--- config.mk ---
export PLATFORM = sky130hd
export DESIGN_NAME = header_length_checksum_frame_receiver_core
export DESIGN_NICKNAME = d
export VERILOG_FILES = /design/src/hdl/hlcfr_pkg.sv /design/src/hdl/hlcfr_ram.sv /design/src/hdl/hlcfr_engine.sv /design/src/hdl/header_length_checksum_frame_receiver_core.sv
export SDC_FILE = /design/constraint.sdc
export NUM_CORES = 1
export LEC_CHECK = 0
export ABC_AREA = 0
export BUFFER_PORTS_ARGS = -buffer_cell sky130_fd_sc_hd__buf_4
export CAP_MARGIN = 20
export CELL_PAD_IN_SITES_DETAIL_PLACEMENT = 0
export CELL_PAD_IN_SITES_GLOBAL_PLACEMENT = 1
export CORE_ASPECT_RATIO = 1.4
export CORE_MARGIN = 10
export CORE_UTILIZATION = 30
export CTS_CLUSTER_DIAMETER = 150
export CTS_CLUSTER_SIZE = 20
export DETAILED_ROUTE_END_ITERATION = 10
export PLACE_DENSITY_LB_ADDON = 0.1
export SLEW_MARGIN = 20
export SYNTH_ARGS = -nofsm -noshare
export SYNTH_HDL_FRONTEND = slang
export SYNTH_HIERARCHICAL = 1
export SYNTH_SLANG_ARGS = --single-unit
--- constraint.sdc ---
create_clock -name clk -period 4.7 [get_ports clk]
set_input_delay 0.235 -clock clk [delete_from_list [all_inputs] [get_ports clk]]
set_output_delay 0.235 -clock clk [all_outputs]
set_load 0.005 [all_outputs]
--- src/hdl/hlcfr_pkg.sv ---
// shared types, codes and constants of the frame receiver
`default_nettype none

package hlcfr_pkg;

  // field widths
  localparam int BYTE_W    = 8;
  localparam int MODE_W    = 2;
  localparam int SEL_W     = 4;
  localparam int POS_IN_W  = 4;
  localparam int EV_W      = 3;
  localparam int LEN_OUT_W = 5;
  localparam int CNT_W     = 5;
  localparam int SUM_W     = 4;
  localparam int CFG_IDX_W = 1;

  // request codes
  localparam logic [MODE_W-1:0] MODE_BYTE    = 2'd0;
  localparam logic [MODE_W-1:0] MODE_TICK    = 2'd1;
  localparam logic [MODE_W-1:0] MODE_RELEASE = 2'd2;
  localparam logic [MODE_W-1:0] MODE_READ    = 2'd3;

  // event codes
  localparam logic [EV_W-1:0] EV_VALID   = 3'd0;
  localparam logic [EV_W-1:0] EV_CSUM    = 3'd1;
  localparam logic [EV_W-1:0] EV_BADLEN  = 3'd2;
  localparam logic [EV_W-1:0] EV_TIMEOUT = 3'd3;
  localparam logic [EV_W-1:0] EV_READ    = 3'd4;

  // register indexes
  localparam logic [CFG_IDX_W-1:0] CFG_HEADER  = 1'b0;
  localparam logic [CFG_IDX_W-1:0] CFG_TIMEOUT = 1'b1;

  // register reset values and fixed limits
  localparam logic [BYTE_W-1:0] HEADER_RESET  = 8'hA5;
  localparam logic [BYTE_W-1:0] TIMEOUT_RESET = 8'd10;
  localparam logic [BYTE_W-1:0] IDLE_MAX      = 8'hFF;
  localparam int                MIN_FRAME_LEN = 3;

  // one request beat
  typedef struct packed {
    logic [MODE_W-1:0]   mode;
    logic [BYTE_W-1:0]   rx_byte;
    logic [SEL_W-1:0]    slot_sel;
    logic [POS_IN_W-1:0] byte_pos;
  } hlcfr_item_t;

  // one result beat
  typedef struct packed {
    logic [EV_W-1:0]      event_res;
    logic [SEL_W-1:0]     slot_index;
    logic [LEN_OUT_W-1:0] frame_length;
    logic [BYTE_W-1:0]    read_byte;
    logic [CNT_W-1:0]     slots_used;
  } hlcfr_result_t;

endpackage

`default_nettype wire

--- src/hdl/hlcfr_ram.sv ---
// generic single write port ram with registered read
`default_nettype none

module hlcfr_ram #(
  parameter int WIDTH = 8,
  parameter int DEPTH = 64
) (
  input  wire logic                     clk,
  input  wire logic                     we,
  input  wire logic [$clog2(DEPTH)-1:0] waddr,
  input  wire logic [WIDTH-1:0]         wdata,
  input  wire logic                     re,
  input  wire logic [$clog2(DEPTH)-1:0] raddr,
  output logic      [WIDTH-1:0]         rdata
);

  logic [WIDTH-1:0] mem [DEPTH];

  // write port
  always_ff @(posedge clk) begin
    if (we) begin
      mem[waddr] <= wdata;
    end
  end

  // read port, old data on a same-address write
  always_ff @(posedge clk) begin
    if (re) begin
      rdata <= mem[raddr];
    end
  end

endmodule

`default_nettype wire

--- src/hdl/hlcfr_engine.sv ---
// frame state, slot bookkeeping and result decode for one beat per cycle while fire is high
`default_nettype none

module hlcfr_engine #(
  parameter int NUM_SLOTS  = 4,
  parameter int SLOT_BYTES = 16
) (
  input  wire logic                                  clk,
  input  wire logic                                  rst_n,
  input  wire logic                                  fire,
  input  wire hlcfr_pkg::hlcfr_item_t                item,
  input  wire logic [hlcfr_pkg::BYTE_W-1:0]          header_value,
  input  wire logic [hlcfr_pkg::BYTE_W-1:0]          timeout_ticks,
  input  wire logic [hlcfr_pkg::BYTE_W-1:0]          rd_byte,
  output logic                                       res_valid,
  output hlcfr_pkg::hlcfr_result_t                   res,
  output logic                                       wr_en,
  output logic [$clog2(NUM_SLOTS*SLOT_BYTES)-1:0]    wr_addr,
  output logic [hlcfr_pkg::BYTE_W-1:0]               wr_data
);

  import hlcfr_pkg::*;

  localparam int SLOT_W   = (NUM_SLOTS > 1) ? $clog2(NUM_SLOTS) : 1;
  localparam int SLOT_CNT = 1 << SLOT_W;
  localparam int POS_W    = $clog2(SLOT_BYTES);
  localparam int LEN_W    = $clog2(SLOT_BYTES + 1);
  localparam int ADDR_W   = $clog2(NUM_SLOTS * SLOT_BYTES);
  localparam logic [ADDR_W-1:0] SLOT_STRIDE = ADDR_W'(SLOT_BYTES);

  logic                in_frame_r, in_frame_nxt;
  logic [POS_W-1:0]    bytes_taken_r, bytes_taken_nxt;
  logic [LEN_W-1:0]    exp_len_r, exp_len_nxt;
  logic [SUM_W-1:0]    sum_r, sum_nxt;
  logic [SLOT_W-1:0]   write_slot_r, write_slot_nxt;
  logic [SLOT_CNT-1:0] slot_full_r, slot_full_nxt;
  logic [CNT_W-1:0]    full_count_r, full_count_nxt;
  logic [BYTE_W-1:0]   idle_r, idle_nxt;

  logic                is_hdr;
  logic [POS_W-1:0]    bt_base;
  logic [LEN_W-1:0]    exp_base;
  logic [SUM_W-1:0]    sum_base;
  logic [LEN_W-1:0]    bt_inc;
  logic [SUM_W-1:0]    sum_add;
  logic                slot_busy;
  logic                bad_len;
  logic                sum_good;
  logic [BYTE_W-1:0]   idle_inc;
  logic                sel_ok;
  logic [SLOT_W-1:0]   sel_idx;

  // a header restarts the frame from a clean state
  assign is_hdr    = (item.rx_byte == header_value);
  assign bt_base   = is_hdr ? '0 : bytes_taken_r;
  assign exp_base  = is_hdr ? '0 : exp_len_r;
  assign sum_base  = is_hdr ? '0 : sum_r;
  assign bt_inc    = LEN_W'(bt_base) + LEN_W'(1);
  assign sum_add   = sum_base + item.rx_byte[SUM_W-1:0];
  assign slot_busy = slot_full_r[write_slot_r];
  assign bad_len   = (item.rx_byte < BYTE_W'(MIN_FRAME_LEN)) ||
                     (item.rx_byte > BYTE_W'(SLOT_BYTES));
  assign sum_good  = ({{(BYTE_W-SUM_W){1'b0}}, sum_base} == item.rx_byte);
  assign idle_inc  = (idle_r == IDLE_MAX) ? idle_r : idle_r + 8'd1;
  assign sel_ok    = ({1'b0, item.slot_sel} < (SEL_W+1)'(NUM_SLOTS));
  assign sel_idx   = item.slot_sel[SLOT_W-1:0];

  // store write address of the current byte
  assign wr_addr = ADDR_W'(write_slot_r) * SLOT_STRIDE + ADDR_W'(bt_base);
  assign wr_data = item.rx_byte;

  // next state and result
  always_comb begin
    in_frame_nxt    = in_frame_r;
    bytes_taken_nxt = bytes_taken_r;
    exp_len_nxt     = exp_len_r;
    sum_nxt         = sum_r;
    write_slot_nxt  = write_slot_r;
    slot_full_nxt   = slot_full_r;
    full_count_nxt  = full_count_r;
    idle_nxt        = idle_r;
    res_valid       = 1'b0;
    res             = '0;
    wr_en           = 1'b0;

    unique case (item.mode)
      MODE_BYTE: begin
        if (is_hdr || in_frame_r) begin
          in_frame_nxt    = 1'b1;
          idle_nxt        = '0;
          bytes_taken_nxt = bt_base;
          exp_len_nxt     = exp_base;
          sum_nxt         = sum_base;
          if (!slot_busy) begin
            wr_en = fire;
            if (bt_inc == LEN_W'(2)) begin
              // length byte
              if (bad_len) begin
                in_frame_nxt    = 1'b0;
                bytes_taken_nxt = '0;
                exp_len_nxt     = '0;
                sum_nxt         = '0;
                res_valid       = 1'b1;
                res.event_res   = EV_BADLEN;
                res.slot_index  = SEL_W'(write_slot_r);
              end else begin
                exp_len_nxt     = item.rx_byte[LEN_W-1:0];
                bytes_taken_nxt = bt_inc[POS_W-1:0];
                sum_nxt         = sum_add;
              end
            end else if (bt_inc >= LEN_W'(MIN_FRAME_LEN) && bt_inc == exp_base) begin
              // last byte carries the checksum
              in_frame_nxt     = 1'b0;
              bytes_taken_nxt  = '0;
              exp_len_nxt      = '0;
              sum_nxt          = '0;
              write_slot_nxt   = (write_slot_r == SLOT_W'(NUM_SLOTS - 1)) ?
                                 '0 : write_slot_r + SLOT_W'(1);
              res_valid        = 1'b1;
              res.slot_index   = SEL_W'(write_slot_r);
              res.frame_length = LEN_OUT_W'(exp_base);
              if (sum_good) begin
                slot_full_nxt[write_slot_r] = 1'b1;
                full_count_nxt              = full_count_r + CNT_W'(1);
                res.event_res               = EV_VALID;
              end else begin
                res.event_res = EV_CSUM;
              end
            end else begin
              bytes_taken_nxt = bt_inc[POS_W-1:0];
              sum_nxt         = sum_add;
            end
          end
        end
      end
      MODE_TICK: begin
        if (in_frame_r) begin
          if (idle_inc > timeout_ticks) begin
            in_frame_nxt    = 1'b0;
            bytes_taken_nxt = '0;
            exp_len_nxt     = '0;
            sum_nxt         = '0;
            idle_nxt        = '0;
            res_valid       = 1'b1;
            res.event_res   = EV_TIMEOUT;
            res.slot_index  = SEL_W'(write_slot_r);
          end else begin
            idle_nxt = idle_inc;
          end
        end
      end
      MODE_RELEASE: begin
        if (sel_ok && slot_full_r[sel_idx]) begin
          slot_full_nxt[sel_idx] = 1'b0;
          if (full_count_r != '0) begin
            full_count_nxt = full_count_r - CNT_W'(1);
          end
        end
      end
      MODE_READ: begin
        res_valid      = 1'b1;
        res.event_res  = EV_READ;
        res.slot_index = item.slot_sel;
        res.read_byte  = rd_byte;
      end
    endcase

    res.slots_used = full_count_nxt;
  end

  // state registers
  always_ff @(posedge clk) begin
    if (!rst_n) begin
      in_frame_r    <= 1'b0;
      bytes_taken_r <= '0;
      exp_len_r     <= '0;
      sum_r         <= '0;
      write_slot_r  <= '0;
      slot_full_r   <= '0;
      full_count_r  <= '0;
      idle_r        <= '0;
    end else if (fire) begin
      in_frame_r    <= in_frame_nxt;
      bytes_taken_r <= bytes_taken_nxt;
      exp_len_r     <= exp_len_nxt;
      sum_r         <= sum_nxt;
      write_slot_r  <= write_slot_nxt;
      slot_full_r   <= slot_full_nxt;
      full_count_r  <= full_count_nxt;
      idle_r        <= idle_nxt;
    end
  end

endmodule

`default_nettype wire

--- src/hdl/header_length_checksum_frame_receiver_core.sv ---
// Frame receiver with header byte, length byte and 4-bit checksum, storing frames in a ring
// of NUM_SLOTS slots of SLOT_BYTES bytes. Each input beat is a received byte, a timer tick,
// a slot release or a read of one stored byte; it yields at most one result beat. One beat
// is accepted every clock while no stalled result holds it: a beat is held in the input
// register (where the frame store read for a read request also completes), is resolved
// there against the frame state in one pass, and its result is then captured in the output
// register. A result waiting on out_ready holds the input register and so the input.
// The throughput of one beat per cycle is set by the single store write and the single-pass
// state update of the frame engine. The frame store is not cleared after reset; reading a
// byte that was never written returns an unspecified value.
`default_nettype none

module header_length_checksum_frame_receiver_core #(
  parameter int NUM_SLOTS  = 4,
  parameter int SLOT_BYTES = 16
) (
  input  wire logic                              clk,
  input  wire logic                              rst_n,
  input  wire logic                              cfg_we,
  input  wire logic [hlcfr_pkg::CFG_IDX_W-1:0]   cfg_index,
  input  wire logic [hlcfr_pkg::BYTE_W-1:0]      cfg_data,
  input  wire logic                              in_valid,
  output logic                                   in_ready,
  input  wire logic [hlcfr_pkg::MODE_W-1:0]      in_mode,
  input  wire logic [hlcfr_pkg::BYTE_W-1:0]      in_rx_byte,
  input  wire logic [hlcfr_pkg::SEL_W-1:0]       in_slot_sel,
  input  wire logic [hlcfr_pkg::POS_IN_W-1:0]    in_byte_pos,
  output logic                                   out_valid,
  input  wire logic                              out_ready,
  output logic [hlcfr_pkg::EV_W-1:0]             out_event_res,
  output logic [hlcfr_pkg::SEL_W-1:0]            out_slot_index,
  output logic [hlcfr_pkg::LEN_OUT_W-1:0]        out_frame_length,
  output logic [hlcfr_pkg::BYTE_W-1:0]           out_read_byte,
  output logic [hlcfr_pkg::CNT_W-1:0]            out_slots_used
);

  import hlcfr_pkg::*;

  localparam int SLOT_W = (NUM_SLOTS > 1) ? $clog2(NUM_SLOTS) : 1;
  localparam int POS_W  = $clog2(SLOT_BYTES);
  localparam int DEPTH  = NUM_SLOTS * SLOT_BYTES;
  localparam int ADDR_W = $clog2(DEPTH);
  localparam logic [ADDR_W-1:0] SLOT_STRIDE = ADDR_W'(SLOT_BYTES);

  logic [BYTE_W-1:0] header_r;
  logic [BYTE_W-1:0] timeout_r;

  logic              in_fire;
  logic              s1_fire;
  logic              s1_valid_r;
  hlcfr_item_t       item_r;
  logic              rd_ok_r;
  logic              byp_r;
  logic [BYTE_W-1:0] byp_data_r;

  logic              rd_ok_nxt;
  logic [ADDR_W-1:0] rd_addr;
  logic [BYTE_W-1:0] ram_q;
  logic [BYTE_W-1:0] rd_byte;

  logic              res_valid;
  hlcfr_result_t     res;
  logic              wr_en;
  logic [ADDR_W-1:0] wr_addr;
  logic [BYTE_W-1:0] wr_data;

  logic              out_valid_r;
  hlcfr_result_t     out_res_r;

  // configuration registers
  always_ff @(posedge clk) begin
    if (!rst_n) begin
      header_r  <= HEADER_RESET;
      timeout_r <= TIMEOUT_RESET;
    end else if (cfg_we) begin
      unique case (cfg_index)
        CFG_HEADER:  header_r  <= cfg_data;
        CFG_TIMEOUT: timeout_r <= cfg_data;
      endcase
    end
  end

  // handshake: input register moves on when the output register can take its result
  assign in_fire  = in_valid && in_ready;
  assign s1_fire  = s1_valid_r && (!out_valid_r || out_ready);
  assign in_ready = !s1_valid_r || s1_fire;

  // store read address taken straight from the incoming beat
  assign rd_ok_nxt = ({1'b0, in_slot_sel} < (SEL_W+1)'(NUM_SLOTS)) &&
                     ({1'b0, in_byte_pos} < (POS_IN_W+1)'(SLOT_BYTES));
  assign rd_addr   = ADDR_W'(in_slot_sel[SLOT_W-1:0]) * SLOT_STRIDE +
                     ADDR_W'(in_byte_pos[POS_W-1:0]);

  // input register
  always_ff @(posedge clk) begin
    if (!rst_n) begin
      s1_valid_r <= 1'b0;
    end else if (in_fire) begin
      s1_valid_r <= 1'b1;
    end else if (s1_fire) begin
      s1_valid_r <= 1'b0;
    end
  end

  // beat payload, read range flag and forwarding of a write to the same byte
  always_ff @(posedge clk) begin
    if (in_fire) begin
      item_r     <= '{mode: in_mode, rx_byte: in_rx_byte,
                      slot_sel: in_slot_sel, byte_pos: in_byte_pos};
      rd_ok_r    <= rd_ok_nxt;
      byp_r      <= wr_en && (wr_addr == rd_addr);
      byp_data_r <= wr_data;
    end
  end

  hlcfr_ram #(
    .WIDTH (BYTE_W),
    .DEPTH (DEPTH)
  ) u_hlcfr_ram (
    .clk   (clk),
    .we    (wr_en),
    .waddr (wr_addr),
    .wdata (wr_data),
    .re    (in_fire),
    .raddr (rd_addr),
    .rdata (ram_q)
  );

  // read data: zero out of range, else the freshest copy
  assign rd_byte = !rd_ok_r ? '0 : (byp_r ? byp_data_r : ram_q);

  hlcfr_engine #(
    .NUM_SLOTS  (NUM_SLOTS),
    .SLOT_BYTES (SLOT_BYTES)
  ) u_hlcfr_engine (
    .clk           (clk),
    .rst_n         (rst_n),
    .fire          (s1_fire),
    .item          (item_r),
    .header_value  (header_r),
    .timeout_ticks (timeout_r),
    .rd_byte       (rd_byte),
    .res_valid     (res_valid),
    .res           (res),
    .wr_en         (wr_en),
    .wr_addr       (wr_addr),
    .wr_data       (wr_data)
  );

  // output register
  always_ff @(posedge clk) begin
    if (!rst_n) begin
      out_valid_r <= 1'b0;
    end else if (s1_fire) begin
      out_valid_r <= res_valid;
    end else if (out_ready) begin
      out_valid_r <= 1'b0;
    end
  end

  always_ff @(posedge clk) begin
    if (s1_fire) begin
      out_res_r <= res;
    end
  end

  assign out_valid        = out_valid_r;
  assign out_event_res    = out_res_r.event_res;
  assign out_slot_index   = out_res_r.slot_index;
  assign out_frame_length = out_res_r.frame_length;
  assign out_read_byte    = out_res_r.read_byte;
  assign out_slots_used   = out_res_r.slots_used;

endmodule

`default_nettype wire

==> metrics.md <==
| Metric | Value |
|---|---|
| Routed met3 length | `1.90 mm` |
| Worst-Margin Slew | `0.956 ns` |
| Core region area | `0.0853 mm2` |
| Leakage | `about 9.4 nW` |
| CTS sink count | `620` |
| Post-layout power | `9.96 mW` |
| Grt ovf | `0` |
| Row count | `127` |
| Max Buffers Root-to-Sink | `3` |
| WP data required | `5.06 ns` |
| Worst r2r path cells | `14` |
| Syn_area_per_cell | `16.8 um2` |
| PD cells | `roughly 340 mW/mm2` |
| Vias per cell | `5.05` |
| Unrepaired setup endpoints after global routing | `false` |
| Design area | `0.0291 mm2` |
| Port Buf Inserts | `58` |
| Post-route insts no fill | `roughly 2800` |
| TNS Setup | `0 ns` |
| Hold Path Depth | `2` |
| Routed Antenna Nets | `0` |
| CTS tree | `built` |
| Resized cells post-CTS | `0` |
| Filler cells | `8226` |
| Hpwl dp | `47.7 mm` |
| Maximum vdd ir drop | `190 uV` |
| Highest metal used | `met4` |
| Global-route wire length before repair | `roughly 110 mm` |
| Routed met2 length | `40.1 mm` |
| Setup Crit Path Kind | `flip-flop to flip-flop` |
| Antenna violations before repair | `0` |
| Psw | `2.21 mW` |
| Met1 Wirelength | `between 20 and 30 mm` |
| Internal cell power | `around 7.8 mW` |
| Startpoint types | `flip-flop` |
| DIE AREA | `0.0980 mm2` |
| Largest net degree at the start of global routing | `72` |
| Slew HR | `36.1%` |
| CP arrival | `4.76 ns` |
| Slew Viols, Final | `0` |
| Placed cell count | `2699` |
| Final hold vios | `0` |
| H-tree levels | `2` |
| Setup slack after layout | `0.304 ns` |
| Synth-to-Final Area Change | `13.0%` |
| Skew-Pair Late Insertion Delay | `0.59 ns` |
| DR pass1 iterations | `5` |
| GRT Total Usage | `between 10% and 20%` |
| Detailed Route WL | `approximately 73 mm` |
| Die Wd | `267 um` |
| Post-Syn Nets | `1586` |
| Final setup fails | `0` |
| DIE HEIGHT | `~370 um` |
| Routed len/inst | `26.2 um` |
| I/O pin count | `a little under 60` |
| Pre-CTS WS | `0.392 ns` |
| Outcome | `finished clean` |
| Cts bufs inserted | `36` |
| Nets | `1719` |
| Clock power share | `between 30% and 40%` |
| Via count | `roughly 14000` |
| Initial Util | `30.2%` |
| Fmax | `228 MHz` |
| Mapped Cells | `1532` |
| Drt initial violations | `900` |
| Post-Synthesis Cell Area | `0.0257 mm2` |
| Worst hold path class | `input pin to flip-flop` |
| Post-placement cell area | `0.0278 mm2` |
| GPL Wtd Cong | `0.770` |
| Reg clk slew, reported paths | `0.10 ns` |
| Post-route DRC | `0` |
| Number of max-cap violations | `0` |
| Post-route clock period utilization | `93.5%` |
| CP endpoint kind | `flip-flop` |
| Share of cells above drive strength 1 | `20.8%` |
| Skew final | `0.0218 ns` |
| Sequential share of power | `60.9%` |
| Clock Tree Root | `clkbuf_16` |
| Worst Path Max Fanout | `10` |
| Final core utilization | `around 34%` |
| Ys Warns | `6` |
| Vias in the first global route | `14962` |
| Combinational Power Share | `6.1%` |
| Fin crit period | `4.40 ns` |
| Worst hold slack | `roughly 0.033 ns` |
| Sw Share | `approximately 22%` |
| Worst R2R Setup Slack | `0.30 ns` |
## registers in the layout, summed over array words and instances (netlist names), 4 cells and up
signal	cells
out_read_byte	8
u_hlcfr_ram/rdata	8
byp_data_r	8
u_hlcfr_ram/mem	512
out_slots_used	5
item_r	14
u_hlcfr_engine/slot_full_r	4
u_hlcfr_engine/sum_r	4
u_hlcfr_engine/full_count_r	5
header_r	8
out_slot_index	4
timeout_r	8
u_hlcfr_engine/exp_len_r	5
out_frame_length	5
u_hlcfr_engine/bytes_taken_r	4
u_hlcfr_engine/idle_r	8
## layout by cell type, fill, tap and decap left out, types with 7 or more instances in the layout
cell type and count:
edfxtp_1 569, buf_4 153, mux4_2 125, nor2_1 120, nand2_1 95, dfxtp_1 51, nand3_1 42, clkbuf_16 38
mux2i_1 33, o21ai_0 29, inv_1 28, nor2b_1 26, dlygate4sd3_1 24, o22ai_1 24, ha_1 21, and3_1 20
xnor2_1 19, a21oi_1 17, nor3_1 17, a31oi_1 13, a22o_1 13, a21boi_1 11, clkbuf_1 11, xor2_1 10
and2_1 10, nand4_1 9, a22oi_1 9, or2_2 8, o221ai_1 8, nand3b_1 8, nor4_1 7, nand2b_1 7
a211oi_1 7
## routing by layer
metal	GRT usage, %	vias up
met2	28.0	206
li1	-	6298
met4	4.32	0
met5	0	-
met1	17.2	7461
met3	1.79	66
## layout make-up
cell class	count	area, um2	share of cell area (%)
diodes	3	7.51	0.0258
clock buffers	49	992	3.41
clock inverters	1	16.3	0.0560
inverters	30	113	0.387
multi-input cells	797	7010	24.1
flip-flops and latches	620	18100	62.3
well taps	1096	1370	4.72
repair buffers	180	1440	4.96
## what timing repair did
action | CTS | global route
hold buffers | 24 | 0
endpoints found under the hold margin | 31 | 0
buffers inserted | 0 | 0
## final timing paths
check                             startpoint           endpoint
worst max-delay path               item_r[8]  out_slot_index[0]
worst min-delay path                   rst_n       timeout_r[1]
worst max register to register     item_r[8]  out_slot_index[0]
worst min register to register  timeout_r[2]       timeout_r[2]
## critical path, cell delays in order, from the launching register on
cell and delay (ns):
edfxtp_1 0.41, xnor2_1 0.21, nand4_1 0.22, or2_2 0.42
nand2_1 0.15, inv_1 0.07, ha_1 0.27, nor2_1 0.21
a21oi_1 0.10, o41ai_1 0.70, nor4_2 0.11, buf_4 0.20
a21oi_1 0.50, o21ai_0 0.35, a22o_1 0.25
## power by group through the flow
stage	combinational (mW)	sequential [mW]	clock, mW
finish	0.605	6.07	3.29
global route	0.658	6.07	3.63
CTS	0.631	6.07	3.46
detailed placement	0.613	6.20	0
global placement	0.610	6.20	0
floorplan	0.354	6.19	0
(Power assumes the default switching activity.)
